===== config.mk =====
export PLATFORM = sky130hd
export DESIGN_NAME = accel_spi_poll_sequencer
export DESIGN_NICKNAME = d
export VERILOG_FILES = /design/src/hdl/aspi_pkg.sv /design/src/hdl/accel_spi_poll_sequencer.sv /design/src/hdl/aspi_step.sv
export SDC_FILE = /design/constraint.sdc
export NUM_CORES = 1
export LEC_CHECK = 0
export BUFFER_PORTS_ARGS = -buffer_cell sky130_fd_sc_hd__buf_2
export CAP_MARGIN = 30
export CORE_MARGIN = 8
export CORE_UTILIZATION = 45
export CTS_CLUSTER_SIZE = 28
export DETAILED_ROUTE_END_ITERATION = 10
export HOLD_SLACK_MARGIN = 0.06
export PLACE_DENSITY = 0.69
export SLEW_MARGIN = 5
export SYNTH_ARGS = -nofsm -noshare
export SYNTH_HDL_FRONTEND = slang
export SYNTH_SLANG_ARGS = --single-unit

===== constraint.sdc =====
create_clock -name clk -period 9.65 [get_ports clk]
set_input_delay 1.4475 -clock clk [delete_from_list [all_inputs] [get_ports clk]]
set_output_delay 1.4475 -clock clk [all_outputs]
set_load 0.02 [all_outputs]

===== src/hdl/aspi_pkg.sv =====
// Shared types, constants and helpers for the accelerometer SPI poll sequencer.
// Depends on nothing; every other file in hdl/ imports it.
package aspi_pkg;

	// Sequencer constants
	localparam int          DIAG_EVERY = 8;
	localparam int          NUM_AXES   = 3;
	localparam int          DIAG_W     = 8;
	localparam int          AXIS_W     = 2;
	localparam int          TICK_W     = 16;
	localparam int          APB_AW     = 3;

	localparam logic [7:0]        CTRL_ADDR   = 8'h20;
	localparam logic [7:0]        CTRL_VALUE  = 8'h47;
	localparam logic [7:0]        READ_BIT    = 8'h80;
	localparam logic [7:0]        NO_BYTE     = 8'h00;
	localparam logic [TICK_W-1:0] TICK_MAX    = '1;
	localparam logic [TICK_W-1:0] TIMEOUT_RST = 16'd100;
	localparam logic [DIAG_W-1:0] DIAG_LAST   = DIAG_W'(DIAG_EVERY - 1);
	localparam logic [AXIS_W-1:0] AXIS_LIMIT  = AXIS_W'(NUM_AXES);
	localparam logic [AXIS_W-1:0] AXIS_UNUSED = 2'd3;

	// Register index of the configuration port
	localparam logic REG_TIMEOUT = 1'b0;

	// Bring-up progress
	typedef enum logic [1:0] {
		PH_IDLE          = 2'd0,
		PH_WRITE_SENT    = 2'd1,
		PH_READBACK_SENT = 2'd2,
		PH_CHECKED       = 2'd3
	} phase_t;

	// One handler tick
	typedef struct packed {
		logic       spi_done;
		logic [7:0] rx_byte;
	} tick_t;

	// One result item
	typedef struct packed {
		logic              spi_start;
		logic [7:0]        spi_first_byte;
		logic [7:0]        spi_second_byte;
		logic              cs_release;
		logic              sample_valid;
		logic [AXIS_W-1:0] sample_axis;
		logic [7:0]        sample_value;
		logic              error_flag;
		logic              ready_res;
	} result_t;

	// Sequencer state carried from tick to tick
	typedef struct packed {
		phase_t            phase;
		logic              fault;
		logic              in_read;
		logic              got_reply;
		logic [DIAG_W-1:0] diag_count;
		logic [AXIS_W-1:0] axis_pos;
		logic [TICK_W-1:0] tick_count;
		logic              done_pending;
		logic [7:0]        rx_hold;
	} seq_state_t;

	// Data register address of an axis
	function automatic logic [7:0] axis_addr(input logic [AXIS_W-1:0] axis);
		logic [7:0] addr;
		unique case (axis)
			2'd0:    addr = 8'h29;
			2'd1:    addr = 8'h2b;
			2'd2:    addr = 8'h2d;
			default: addr = 8'h29;
		endcase
		return addr;
	endfunction

endpackage


===== src/hdl/accel_spi_poll_sequencer.sv =====
// Top level of the accelerometer SPI poll sequencer: tick input register,
// state registers, result register and APB configuration. Uses aspi_pkg, aspi_step.
//
//   channel  | signals                                   | moves
//   ---------+-------------------------------------------+------------------------
//   tick     | tick_valid, tick_ready, tick              | one handler tick item
//   result   | result_valid, result_ready, result        | one result item
//   apb      | psel, penable, pwrite, paddr, pwdata, ... | timeout_period register
//
// One item per cycle sustained while the result side is not stalled; each item passes
// through the tick register and then the result register on its way to the result.
// Reset clears the sequencer state and sets timeout_period to 100.
// A stalled result holds the tick register, which then holds the input.
module accel_spi_poll_sequencer (
	input  logic                          clk,
	input  logic                          arst_n,
	input  logic                          tick_valid,
	output logic                          tick_ready,
	input  aspi_pkg::tick_t               tick,
	output logic                          result_valid,
	input  logic                          result_ready,
	output aspi_pkg::result_t             result,
	input  logic                          psel,
	input  logic                          penable,
	input  logic                          pwrite,
	input  logic [aspi_pkg::APB_AW-1:0]   paddr,
	input  logic [31:0]                   pwdata,
	output logic [31:0]                   prdata,
	output logic                          pready
);
	import aspi_pkg::*;

	logic              valid_s1;
	tick_t             tick_s1;
	logic              valid_s2;
	result_t           result_s2;
	seq_state_t        state_q;
	seq_state_t        state_nxt;
	result_t           step_result;
	logic [TICK_W-1:0] timeout_q;
	logic              advance;

	// Configuration port
	assign pready = 1'b1;
	assign prdata = (paddr[2] == REG_TIMEOUT) ? {16'd0, timeout_q} : 32'd0;

	always_ff @(posedge clk or negedge arst_n) begin
		if (!arst_n) begin
			timeout_q <= TIMEOUT_RST;
		end else if (psel && penable && pwrite && pready && (paddr[2] == REG_TIMEOUT)) begin
			timeout_q <= pwdata[TICK_W-1:0];
		end
	end

	// Advance the tick register into the result register
	assign advance    = valid_s1 && (!valid_s2 || result_ready);
	assign tick_ready = !valid_s1 || advance;

	always_ff @(posedge clk or negedge arst_n) begin
		if (!arst_n) begin
			valid_s1 <= 1'b0;
		end else if (tick_ready) begin
			valid_s1 <= tick_valid;
		end
	end

	always_ff @(posedge clk) begin
		if (tick_ready && tick_valid) begin
			tick_s1 <= tick;
		end
	end

	aspi_step u_step (
		.cur            (state_q),
		.tick           (tick_s1),
		.timeout_period (timeout_q),
		.nxt            (state_nxt),
		.result         (step_result)
	);

	// Commit the state once per processed item; all zero is the idle phase
	always_ff @(posedge clk or negedge arst_n) begin
		if (!arst_n) begin
			state_q <= '0;
		end else if (advance) begin
			state_q <= state_nxt;
		end
	end

	// Hold the result until it is taken
	always_ff @(posedge clk or negedge arst_n) begin
		if (!arst_n) begin
			valid_s2 <= 1'b0;
		end else if (advance) begin
			valid_s2 <= 1'b1;
		end else if (result_ready) begin
			valid_s2 <= 1'b0;
		end
	end

	always_ff @(posedge clk) begin
		if (advance) begin
			result_s2 <= step_result;
		end
	end

	assign result_valid = valid_s2;
	assign result       = result_s2;

endmodule


===== src/hdl/aspi_step.sv =====
// Per-tick transition logic of the poll sequencer: next state and result item.
// Depends on aspi_pkg for the state, tick and result types.
module aspi_step (
	input  aspi_pkg::seq_state_t             cur,
	input  aspi_pkg::tick_t                  tick,
	input  logic [aspi_pkg::TICK_W-1:0]      timeout_period,
	output aspi_pkg::seq_state_t             nxt,
	output aspi_pkg::result_t                result
);
	import aspi_pkg::*;

	logic              dp;
	logic [7:0]        rx;
	logic              running;
	logic              read_busy;
	logic              is_diag;
	logic              consume;
	logic [TICK_W-1:0] tick_inc;
	logic              window_end;
	logic              launch;
	logic [AXIS_W-1:0] axis_inc;

	// Latch the completion before the tick is processed
	assign dp = cur.done_pending | tick.spi_done;
	assign rx = tick.spi_done ? tick.rx_byte : cur.rx_hold;

	assign running    = (cur.phase == PH_CHECKED) && !cur.fault;
	assign read_busy  = running && cur.in_read;
	assign is_diag    = (cur.diag_count == DIAG_LAST);
	assign consume    = dp && ((cur.phase == PH_WRITE_SENT) ||
		(cur.phase == PH_READBACK_SENT) || read_busy);
	assign tick_inc   = (cur.tick_count == TICK_MAX) ? cur.tick_count
		: cur.tick_count + 1'b1;
	assign window_end = (tick_inc >= timeout_period);
	assign launch     = (cur.phase == PH_IDLE) || ((cur.phase == PH_WRITE_SENT) && dp) ||
		(running && !cur.in_read);
	assign axis_inc   = cur.axis_pos + 1'b1;

	// Next state
	always_comb begin
		nxt              = cur;
		nxt.rx_hold      = rx;
		nxt.done_pending = consume ? 1'b0 : dp;
		unique case (cur.phase)
			PH_IDLE: begin
				nxt.phase = PH_WRITE_SENT;
			end
			PH_WRITE_SENT: begin
				if (dp) begin
					nxt.phase = PH_READBACK_SENT;
				end
			end
			PH_READBACK_SENT: begin
				if (dp) begin
					nxt.phase = PH_CHECKED;
					nxt.fault = (rx != CTRL_VALUE);
				end
			end
			PH_CHECKED: begin
				if (read_busy) begin
					nxt.tick_count = tick_inc;
					if (dp) begin
						nxt.got_reply = 1'b1;
						if (is_diag) begin
							if (rx != CTRL_VALUE) begin
								nxt.fault = 1'b1;
							end
							nxt.diag_count = '0;
							nxt.in_read    = 1'b0;
						end else begin
							nxt.diag_count = cur.diag_count + 1'b1;
							nxt.axis_pos   = (axis_inc >= AXIS_LIMIT) ? '0 : axis_inc;
						end
					end
					if (window_end) begin
						nxt.tick_count = '0;
						nxt.in_read    = 1'b0;
						if (!(cur.got_reply || dp)) begin
							nxt.fault = 1'b1;
						end
					end
				end else if (running) begin
					nxt.got_reply  = 1'b0;
					nxt.tick_count = (cur.diag_count == '0) ? tick_inc
						: TICK_W'(1);
					nxt.in_read    = 1'b1;
				end
			end
			default: begin
				nxt.phase = PH_IDLE;
			end
		endcase
	end

	// Result item
	always_comb begin
		result                 = '0;
		result.spi_start       = launch;
		result.cs_release      = consume;
		result.error_flag      = nxt.fault;
		result.ready_res       = (nxt.phase == PH_CHECKED);
		if (cur.phase == PH_IDLE) begin
			result.spi_first_byte  = CTRL_ADDR;
			result.spi_second_byte = CTRL_VALUE;
		end else if (launch) begin
			result.spi_second_byte = NO_BYTE;
			if (cur.phase == PH_WRITE_SENT || is_diag) begin
				result.spi_first_byte = READ_BIT | CTRL_ADDR;
			end else begin
				result.spi_first_byte = READ_BIT | axis_addr(cur.axis_pos);
			end
		end
		if (read_busy && dp && !is_diag) begin
			result.sample_valid = 1'b1;
			result.sample_axis  = cur.axis_pos;
			result.sample_value = rx;
		end
	end

endmodule


==> flow_summary.json, run 1 <==
{
  "max_freq_ghz": 0.2377,
  "dr.pass1.iters": 5,
  "start_kind": "flip-flop",
  "yosys_most_used_dff": "dfrtp_1",
  "final_hold_viol_count": 0,
  "cts_buffers": 9,
  "grt_usage": 0.1397,
  "num_rows": 38,
  "power_leakage_uw": 0.002511,
  "cts_hold_buf": 0,
  "fin_tns_setup_ns": 0,
  "die_area_um2": 14620,
  "root_buffer": "clkbuf_8",
  "slowest_delay_ns": 0.57,
  "synth.most_common_cell": "dfrtp_1",
  "post_cts_resized": 0,
  "synth_edf_count": 30,
  "cp_top_family": "compound AO/OA/AOI/OAI gates",
  "final_net_count": 620,
  "finalSetupViolCount": 0,
  "cap_violations": 0,
  "cp_num_buf_inv": 0,
  "clkTransAtPathRegs_ns": 0.09,
  "clockBufferDepth": 2,
  "die_w_um": 120.9,
  "start_util": 0.4590,
  "port_buffers": 75,
  "ys_ff_latch": 88,
  "ys_seq_area_frac": 0.4756,
  "cts_tree": "done",
  "n_antenna_cell": 0,
  "worstSkewPairLatency_ns": 0.37,
  "synth_top_area_frac": 0.2778,
  "multi_input_area_um2": 2291,
  "power_density_nw_per_um2": 231.1,
  "antenna_found_initial": 0,
  "grt_overflow": 0,
  "async_flop_share": 0.6591,
  "post_drt_via_cell_ratio": 5.120,
  "drc_errors": 0,
  "crit_chain": "ha_1, nand2_1, or3_4, o41ai_4, or3_4, xnor2_1, ha_1, a21oi_1, o21ai_0, a211oi_1, a31oi_4, nor2_1, a32o_1",
  "synthTopCellsByCount": "dfrtp_1, nor2_1, nand2_1",
  "synth_warnings": 0,
  "hold_path_class": "flip-flop to flip-flop",
  "vias": 3538,
  "grt_max_degree": 59,
  "wire_per_inst_um": 14.44,
  "critPathArrivalTime_ns": 4.50,
  "area_growth_pct": 11.37,
  "place_ws_ns": 5.487,
  "ff_latch_area_um2": 2356,
  "synthDistinctLibCells": 64,
  "setup_slack_ns": 5.444,
  "fill_cells": 999,
  "drv_slew": 0,
  "yosysTopAreaCell": "dfrtp_1",
  "worst_pin_slew_ns": 0.8583,
  "first_global_vias": 3549,
  "drt_iter0_markers": 233,
  "ant_nets": 0,
  "ios": 117,
  "finalCritPeriodShare": 0.4359,
  "synthesis.area_um2": 4954,
  "cp_max_fo": 18,
  "cts_sinks": 88,
  "cts_setup_buffers": 0,
  "avgSynthCellArea_um2": 10.36,
  "rsz0062_at_grt": "false",
  "drive_gt1_frac": 0.2541,
  "htreeDepth": 3,
  "drt_wl_total_um": 9981,
  "fin_skew_ns": 0.01019,
  "worstSetupPathType": "flip-flop to flip-flop",
  "peakVddDrop_v": 0.0001341,
  "max_slew_margin": 0.4248,
  "fin_crit_ns": 4.206,
  "netlist_instances": 478,
  "worst_path_max_delay_cell": "a211oi_1",
  "status": "complete, no violations",
  "dp_hpwl_um": 7336,
  "synth_area_leaders": "dfrtp_1, edfxtp_1, mux2_2",
  "place.gp.congestion": 0.8501,
  "cp-end-kind": "flip-flop",
  "grt_pass1_wl_um": 16750,
  "hold_ws_ns": 0.5102,
  "fin_util": 0.5111,
  "die_h_um": 120.9,
  "critPathRequiredTime_ns": 9.95,
  "core-area_um2": 10790
}
area by class of cell:
class,instances,share of cell area
clock buffers,11,0.02563
clock inverters,5,0.007485
multi-input cells,344,0.4153
repair buffers,78,0.07575
inverters,25,0.01701
well taps,140,0.03175
flip-flops and latches,88,0.4271
power by group:
group	switching [µW]	total (µW)	leakage (µW)	internal (µW)
registers	67.1	551	0.00100	484
logic	291	486	0.00142	195
clock network	135	238	0.0000861	102
worst reg2reg max path: cells and delay by family, from the launching register on:
family | cells | cell delay [ns]
AO/OA/AOI/OAI | 6 | 1.75
adder cells (fa/ha/maj) | 2 | 0.61
AND/OR/NAND/NOR | 4 | 1.20
XOR/XNOR | 1 | 0.15
flip-flops | 1 | 0.45
routing by layer:
metal	vias to the layer above	share of wire	global-route usage	wire length [µm]
li1	1768	-	-	-
met1	1677	0.45	0.1702	4452
met2	83	0.49	0.2359	4852
met3	10	0.057	0.04048	567
met4	0	0.011	0.03825	108
met5	-	0	0	0
final timing paths:
path / from / endpoint / slack [ns] / cells past startpoint
max: state_q[9] / state_q[10] / 5.44 / 13
min reg2reg: timeout_q[3] / timeout_q[3] / 0.51 / 1
max in group asynchronous: arst_n / state_q[16] / 7.89 / 2
max reg2reg: state_q[9] / state_q[10] / 5.44 / 13
min: timeout_q[3] / timeout_q[3] / 0.51 / 1
min in group asynchronous: arst_n / timeout_q[15] / 1.22 / 2
per-stage QoR:
step                      total power (µW)  instance area [µm²]  std cells
after CTS                             1286                 5489        690
after floorplan                      935.3                 5032        499
after global routing                  1368                 5517        691
after detailed placement              1044                 5306        674
after global placement                1022                 5306        674
final                                 1275                 5517        691
flip-flops by register name, summed over array words and instances, names as in the netlist:
| register | flops |
|---|---|
| valid_s1 | 1 |
| timeout_q | 16 |
| result | 21 |
| tick_s1 | 9 |
| state_q | 40 |
| result_valid | 1 |
cell families (layout without fill, tap and decap cells):
kind of cell | Yosys count | after routing | synth area share
fa+ha+maj | 23 | 23 | 0.05810
xor+xnor | 14 | 14 | 0.02475
simple gates | 168 | 168 | 0.1723
flops | 88 | 88 | 0.4756
buf+inv | 67 | 119 | 0.07780
mux | 35 | 35 | 0.07729
other cells | 2 | 23 | 0.001516
compound gates | 81 | 81 | 0.1127
layout by cell type (no fill, tap or decap), types with 3 or more instances in the layout:
master	Yosys	layout
nor3_1	9	9
buf_2	5	75
nand4_1	6	6
nor2_1	54	54
a22o_1	4	4
o22ai_1	3	3
a31oi_1	6	6
dfrtp_1	55	55
inv_1	25	25
ha_1	23	23
and3_1	4	4
nand3_1	9	9
conb_1	2	23
o21bai_1	3	3
xnor2_1	10	10
nand2b_1	10	10
mux2_2	26	26
xor2_1	4	4
o21ai_0	18	18
a21oi_1	22	22
dfstp_2	3	3
and2_1	4	4
mux2i_1	9	9
a21o_1	4	4
edfxtp_1	30	30
nand3b_1	3	3
clkbuf_8	0	10
nand2_1	41	41
nor2b_1	5	5
or2_2	3	3
Note: power is estimated with default switching activity, not from simulation.
==> run 2, diff against run 1 <==
Clock period 9.65 ns to 4.4 ns, I/O delays scaled along.
==> run 2 against run 1 <==
Effect of this change: core utilization increased by 0.12 points; clock-buffer cell count decreased by 1; register-to-register slack got worse by 5.1 ns; via count increased by 1.4%; final cell count increased by 0.29%; critical path type unchanged; critical endpoint unchanged; largest cell class unchanged; highest routed layer unchanged.
==> flow_summary.json, run 2 (synthesis results as in run 1) <==
{
  "status": "complete, no violations",
  "finalSetupViolCount": 0,
  "die_area_um2": 14620,
  "finalCritPeriodShare": 0.9160,
  "post_drt_via_cell_ratio": 5.175,
  "worstSkewPairLatency_ns": 0.37,
  "p_total_uw": 2814,
  "power_density_nw_per_um2": 509.0,
  "final_net_count": 622,
  "clockBufferDepth": 2,
  "post_cts_resized": 0,
  "final_common_cell": "buf_2",
  "seqPwrFrac": 0.429,
  "grt_pass1_wl_um": 16930,
  "drt_wl_total_um": 10090,
  "first_global_vias": 3623,
  "start_util": 0.4590,
  "largest_reg_flops": 40,
  "hold_path_class": "primary input to async pin",
  "internal-power_uw": 1713,
  "power.switching_uw": 1102,
  "cts_tree": "done",
  "antenna_found_initial": 0,
  "worst_path_max_delay_cell": "dfrtp_1",
  "cts_buffers": 9,
  "wire_per_inst_um": 14.56,
  "power_leakage_uw": 0.002518,
  "drive_gt1_frac": 0.2568,
  "comb_power_share": 0.385,
  "fin_tns_setup_ns": 0,
  "dr.pass1.iters": 6,
  "cts_hold_buf": 0,
  "grt_usage": 0.1416,
  "drt_iter0_markers": 193,
  "start_kind": "flip-flop",
  "area_growth_pct": 11.62,
  "die_h_um": 120.9,
  "ios": 117,
  "htreeDepth": 3,
  "layout_common_cells": "buf_2, dfrtp_1, nor2_1",
  "cap_violations": 0,
  "fin_skew_ns": 0.01447,
  "vias": 3586,
  "core-area_um2": 10790,
  "grt_max_degree": 59,
  "cts_sinks": 88,
  "n_antenna_cell": 0,
  "peakVddDrop_v": 0.0003139,
  "max_slew_margin": 0.4402,
  "p_sw_frac": 0.3914,
  "place.gp.congestion": 0.8184,
  "root_buffer": "clkbuf_8",
  "worstSetupPathType": "flip-flop to flip-flop",
  "placedInstanceArea_um2": 5321,
  "num_rows": 38,
  "cts_setup_buffers": 0,
  "worst_pin_slew_ns": 0.8352,
  "port_buffers": 75,
  "clkTransAtPathRegs_ns": 0.09,
  "final_hold_viol_count": 0,
  "ant_nets": 0,
  "critPathArrivalTime_ns": 4.29,
  "grt_overflow": 0,
  "fin_crit_ns": 4.030,
  "max_freq_ghz": 0.2481,
  "slowest_delay_ns": 0.46,
  "clockPowerShare": 0.185,
  "dp_hpwl_um": 7506,
  "cp-end-kind": "flip-flop",
  "critPathRequiredTime_ns": 4.66,
  "rsz0062_at_grt": "false",
  "die_w_um": 120.9,
  "top_register": "state_q",
  "finalInstanceArea_um2": 5529,
  "cp_max_fo": 12,
  "crit_chain": "ha_1, nand2_1, or3_4, o41ai_4, nor4_1, xor2_1, ha_1, nand2_1, nor3_1, nand3b_1, a31oi_4, buf_4, o21ai_0, a32o_1",
  "drc_errors": 0,
  "drv_slew": 0
}
## run 2: worst max-delay path: cells and delay by family, from the launching register on
kind,cells,cell delay (ns)
buf+inv,1,0.23
fa+ha+maj,2,0.62
xor+xnor,1,0.17
compound gates,4,1.07
flops,1,0.46
simple gates,6,1.38
## run 2: power by group through the flow
stage                     combinational [µW]  clock [µW]  sequential [µW]
after detailed placement                1080           0             1220
after global placement                  1040           0             1210
after CTS                               1090         540             1210
final                                   1080         522             1210
after global routing                    1210         569             1230
after floorplan                          812           0             1240
## run 2: path summary, 6_finish.rpt
path | startpoint | to | slack [ns] | depth (start not counted)
worst max-delay path | state_q[9] | state_q[10] | 0.37 | 14
worst min-delay path | arst_n | timeout_q[15] | 0.44 | 2
worst max register to register | state_q[9] | state_q[10] | 0.37 | 14
worst min register to register | state_q[0] | state_q[0] | 0.51 | 1
max in group asynchronous | arst_n | state_q[26] | 3.45 | 2
min in group clk | tick[6] | tick_s1[6] | 0.47 | 1
## run 2: per-stage QoR
step / setup WS [ns] / hold WS (ns) / utilization / instances
floorplan: 1.102 / 0.3644 / - / 499
global placement: 0.5160 / 0.4801 / 0.4930 / 676
detailed placement: 0.3970 / 0.4944 / 0.4930 / 676
CTS: 0.3867 / 0.4529 / 0.5097 / 692
global route: 0.1594 / 0.4464 / 0.5123 / 693
finish: 0.3697 / 0.4367 / 0.5123 / 693
## run 2: final cells by class
class	instances	area (µm²)
fill	987	5264
sequential	88	2356
multi-input combinational	344	2291
timing repair buffer	80	432.9
tap	140	175.2
clock buffer	10	127.6
inverter	25	93.84
clock inverter	6	52.55
## run 2: metal layers
layer	vias to the layer above	wire (µm)	track usage	part of all wire
li1	1780	-	-	-
met1	1690	4379	0.1615	0.43
met2	104	4934	0.2477	0.49
met3	12	648	0.04235	0.064
met4	0	129	0.04684	0.013
met5	-	0	0	0
